`src/rtl/core/dlm_pkg.sv`:
```
// Shared types, register codes and arithmetic helpers of the deck level meter.
package dlm_pkg;

    // Register indexes, taken from paddr[4:2].
    localparam logic [2:0] REG_SMOOTHING_GAIN  = 3'd0;
    localparam logic [2:0] REG_PEAK_DECAY_GAIN = 3'd1;
    localparam logic [2:0] REG_PEAK_HOLD       = 3'd2;
    localparam logic [2:0] REG_AUDIBLE_THR     = 3'd3;
    localparam logic [2:0] REG_WARMUP_THR      = 3'd4;
    localparam logic [2:0] REG_WARMUP_NEEDED   = 3'd5;

    localparam logic [15:0] RST_SMOOTHING_GAIN  = 16'd13107;
    localparam logic [15:0] RST_PEAK_DECAY_GAIN = 16'd62915;
    localparam logic [3:0]  RST_PEAK_HOLD       = 4'd8;
    localparam logic [15:0] RST_AUDIBLE_THR     = 16'd1036;
    localparam logic [15:0] RST_WARMUP_THR      = 16'd164;
    localparam logic [7:0]  RST_WARMUP_NEEDED   = 8'd50;

    typedef struct packed {
        logic [15:0] smoothing_gain;
        logic [15:0] peak_decay_gain;
        logic [3:0]  peak_hold_blocks;
        logic [15:0] audible_threshold;
        logic [15:0] warmup_threshold;
        logic [7:0]  warmup_blocks_needed;
    } t_cfg;

    // One deck's stored meter state.
    typedef struct packed {
        logic [15:0] rms_avg;
        logic [15:0] peak;
        logic [3:0]  hold;
    } t_deck_entry;

    typedef struct packed {
        logic [15:0] level;
        logic [3:0]  hold;
    } t_peak;

    typedef struct packed {
        logic [15:0] rms;
        logic [15:0] peak;
        logic        warm;
    } t_master_res;

    // avg + floor(gain * (x - avg) / 65536), kept inside 0..65535.
    function automatic logic [15:0] smooth_step(input logic [15:0] gain,
                                                input logic [15:0] avg,
                                                input logic [15:0] x);
        logic signed [16:0] diff;
        logic signed [33:0] prod;
        logic signed [17:0] step;
        logic signed [18:0] sum;
        diff = $signed({1'b0, x}) - $signed({1'b0, avg});
        prod = $signed({1'b0, gain}) * diff;
        step = $signed(prod[33:16]);
        sum  = $signed({3'b000, avg}) + 19'(step);
        if (sum < 0) begin
            return 16'd0;
        end else if (sum > 19'sd65535) begin
            return 16'hFFFF;
        end
        return sum[15:0];
    endfunction

    // Take a new peak and reload the hold, count the hold down, or decay.
    function automatic t_peak peak_step(input logic [15:0] level,
                                        input logic [3:0]  hold,
                                        input logic [15:0] peak,
                                        input logic [3:0]  hold_cfg,
                                        input logic [15:0] decay_gain);
        t_peak       res;
        logic [31:0] prod;
        res  = '{level: level, hold: hold};
        prod = level * decay_gain;
        if (peak >= level) begin
            res.level = peak;
            res.hold  = hold_cfg;
        end else if (hold != 4'd0) begin
            res.hold = hold - 4'd1;
        end else begin
            res.level = prod[31:16];
        end
        return res;
    endfunction

endpackage

```
`src/rtl/core/dlm_deck_mem.sv`:
```
// Per-deck state memory with valid bits and write-to-read forwarding.
module dlm_deck_mem
    import dlm_pkg::*;
#(
    parameter int DECKS = 4,
    parameter int AW    = (DECKS > 1) ? $clog2(DECKS) : 1
) (
    input  logic          i_clk,
    input  logic          i_rst_n,
    input  logic          i_rd_en,
    input  logic [AW-1:0] i_rd_addr,
    output t_deck_entry   o_rd_data,
    input  logic          i_wr_en,
    input  logic [AW-1:0] i_wr_addr,
    input  t_deck_entry   i_wr_data
);

    t_deck_entry      mem [DECKS];
    logic [DECKS-1:0] r_valid;
    t_deck_entry      r_rd_data;
    logic             r_rd_ok;
    logic             fwd;

    assign fwd = i_wr_en && (i_wr_addr == i_rd_addr);

    always_ff @(posedge i_clk) begin
        if (i_wr_en) begin
            mem[i_wr_addr] <= i_wr_data;
        end
        if (i_rd_en) begin
            r_rd_data <= fwd ? i_wr_data : mem[i_rd_addr];
        end
    end

    always_ff @(posedge i_clk) begin
        if (!i_rst_n) begin
            r_valid <= '0;
            r_rd_ok <= 1'b0;
        end else begin
            if (i_wr_en) begin
                r_valid[i_wr_addr] <= 1'b1;
            end
            if (i_rd_en) begin
                r_rd_ok <= fwd || r_valid[i_rd_addr];
            end
        end
    end

    // An entry never written since reset reads as zero.
    assign o_rd_data = r_rd_ok ? r_rd_data : '0;

endmodule

```
`config.mk`:
```
export PLATFORM = sky130hd
export DESIGN_NAME = dlm_deck_mem
export DESIGN_NICKNAME = d
export VERILOG_FILES = /design/src/rtl/core/dlm_pkg.sv /design/src/rtl/core/dlm_deck_mem.sv
export SDC_FILE = /design/constraint.sdc
export NUM_CORES = 1
export LEC_CHECK = 0
export BUFFER_PORTS_ARGS = -buffer_cell sky130_fd_sc_hd__buf_2
export CELL_PAD_IN_SITES_DETAIL_PLACEMENT = 1
export CELL_PAD_IN_SITES_GLOBAL_PLACEMENT = 1
export CORE_MARGIN = 5
export CORE_UTILIZATION = 46
export CTS_CLUSTER_SIZE = 12
export DETAILED_ROUTE_END_ITERATION = 10
export PLACE_DENSITY_LB_ADDON = 0.08
export SLEW_MARGIN = 25
export SYNTH_ARGS = -nofsm -noshare
export SYNTH_HDL_FRONTEND = slang
export SYNTH_SLANG_ARGS = --single-unit
```
`constraint.sdc`:
```
create_clock -name i_clk -period 3.3 [get_ports i_clk]
set_clock_uncertainty 0.15 [all_clocks]
set_input_delay 0.165 -clock i_clk [delete_from_list [all_inputs] [get_ports i_clk]]
set_output_delay 0.165 -clock i_clk [all_outputs]
set_load 0.1 [all_outputs]
```
==> flow_summary.toml <==
[grt]
antenna_found_initial = 0
grt_pass1_wl_um = 21900
grt_max_degree = 39
grt_pass1_vias = 3921
grt_overflow = 0
grt.total_usage = 0.162

[floorplanning]
io_pins = 80
die_h_um = 136
rows = 46
core_sq_um = 15800
die-area_sq_um = 18600
initial_utilization = 0.465
chipWidth_um = 136

[finish]
seqCellArea_sq_um = 5510
final_common_cell = "edfxtp_1"
design_area_sq_um = 8870
nFillCells = 1447
finalNetCount = 495
synthToLayoutAreaGrowth_pct = 20.9
final_util = 0.562
drive_gt1_frac = 0.389
multiInputGateArea_sq_um = 1740
layout_common_cells = "edfxtp_1 (180), buf_2 (78), dlygate4sd3_1 (37)"
antenna_cells = 0

[clocking]
clkSinkCount = 185
clkTransAtPathRegs_ps = 60
clock_latency_ps = 410
cts_tree = "done"
cts_buffer_depth = 2
root_buffer = "clkbuf_16"
cts_buffers = 17
htree_levels = 4
cts_setup_buffers = 0

[critical_path]
path_depth = 3
required_ps = 2980
cp_max_fo = 15
crit_path_top_delay_cell = "dfxtp_1"
crit_chain = "buf_4, and2_1, buf_2"
path_buf_inv = 2
path_class = "reg -> out"
rr_worst_depth = 2
critical_path.endpoint_type = "output pin"
arrival_ps = 1940
slowest_delay_ps = 590
cp-start-kind = "flop"
critPathTopFamily = "buffers and inverters"

[pwr]
p_per_area_nw_per_um2 = 580
ir_drop_uv = 365
p_leak_nw = 3.23

[synthesis]
yosysUniqueCellTypes = 23
netlist_area_sq_um = 7340
synthesis.nets = 367
synth.avg_cell_area_sq_um = 22.7
synthXorXnorAreaFrac = 0.00239
synth-adder-area-share = 0
synth_top_family_by_area = "multiplexers"
synth_compound_area_frac = 0.00563
ys_ff_latch = 185
yosys_warnings = 0
muxShareOfSynthArea = 0.188
seq_area_frac_synth = 0.750
syn_inst = 323
synth-simple-area-share = 0.0362

[sta]
tns_ps = 0
finalHoldWorstSlack_ps = 153
slew-limit-headroom = 0.403
rsz0062_at_grt = "no"
fmax_ghz = 0.444
finalHoldViolations = 0
period_needed_ps = 2250
report.final.setup_viol = 0
slew_violations = 0
tightest_slew_ps = 894
finalCritPeriodShare = 0.683

[drt]
wl_per_cell_um = 20.7
wl_um = 14100
ant_nets = 0
dr.pass1.iters = 4
vias_per_cell = 5.16
drc = 0
drt-initial-drc-count = 224
via_count = 3503

[placed_design]
place_area_sq_um = 7980
io_buffers = 79
place_congestion = 0.667
dp_hpwl_um = 7830

[worst_hold_path]
hold_depth = 1
holdCritPathClass = "in -> reg"

[status]
status = "complete, no violations"

[run]
max-cap-violations = 0
## through the flow
step / power (mW) / setup WS (ps) / instances
2_1_floorplan: 3.21 / 946 / 323
3_3_place_gp: 3.35 / 896 / 611
3_5_place_dp: 3.37 / 887 / 611
4_1_cts: 5.20 / 987 / 679
5_1_grt: 5.35 / 911 / 679
6_report: 5.14 / 1050 / 679
## kinds of logic (layout without fill, tap and decap cells)
| family | Yosys count | count (layout) |
|---|---|---|
| XOR/XNOR | 2 | 2 |
| AND/OR/NAND/NOR | 42 | 42 |
| flip-flops | 185 | 185 |
| multiplexers | 73 | 73 |
| buffers and inverters | 15 | 155 |
| AO/OA/AOI/OAI | 6 | 6 |
## synthesized netlist by cell type
library cell / n / area, sq um
xnor2_1: 2 / 17.5
mux4_1: 8 / 210
nand2_1: 1 / 3.75
mux4_2: 29 / 653
mux2_2: 7 / 78.8
inv_1: 1 / 3.75
and3_1: 1 / 6.26
clkbuf_1: 3 / 11.3
nor2_1: 1 / 3.75
buf_6: 1 / 11.3
nor3b_1: 1 / 7.51
buf_4: 3 / 22.5
buf_2: 4 / 20.0
and3b_1: 1 / 8.76
mux2_4: 29 / 435
o21a_1: 4 / 30.0
a31oi_1: 1 / 6.26
buf_12: 3 / 60.1
and2_1: 36 / 225
edfxtp_1: 180 / 5410
dfxtp_1: 5 / 100
nand3_2: 1 / 10.0
o21ai_0: 1 / 5.00
## power breakdown
part	total, mW	switching [mW]	internal [mW]
clock network	1.80	0.783	1.02
logic	0.573	0.346	0.227
registers	2.77	0.0330	2.73
## registers in the layout (all words and copies together), names as in the netlist
register,flops
mem,144
r_rd_data,36
r_rd_ok,1
r_valid,4
## final timing paths
| check | slack [ps] | start | to |
|---|---|---|---|
| setup / recovery | 1050 | r_rd_ok$_SDFFE_PN0P_ | o_rd_data[25] |
| hold reg to reg | 310 | r_valid[2]$_SDFFE_PN0P_ | r_valid[2]$_SDFFE_PN0P_ |
| setup reg to reg | 1740 | mem[1][11]$_DFFE_PP_ | r_rd_data[11]$_DFFE_PP_ |
| hold / removal | 150 | i_rd_en | r_rd_data[11]$_DFFE_PP_ |
## timing repair
| action | in CTS | in global routing |
|---|---|---|
| gates resized for setup | 0 | 0 |
| hold buffers | 37 | 0 |
| hold endpoints to repair | 185 | 0 |
## layer usage
metal,vias to the layer above,global-route usage,part of all wire
met5,-,0,0
met4,0,0.0538,0.012
met3,15,0.0363,0.034
met2,68,0.289,0.53
met1,1844,0.196,0.42
li1,1576,-,-
## worst reg2reg max path, cell delays in order (launching register included)
cell	delay (ps)
edfxtp_1	380
mux4_1	510
mux2_2	270
## layout make-up
type | instances | area share
Multi-Input combinational cell | 123 | 0.196
Clock buffer | 20 | 0.0492
Sequential cell | 185 | 0.621
Timing Repair Buffer | 123 | 0.0940
Inverter | 1 | 0.000423
Tap cell | 216 | 0.0305
Clock inverter | 11 | 0.00931
Note: power is estimated with default switching activity, not from simulation.
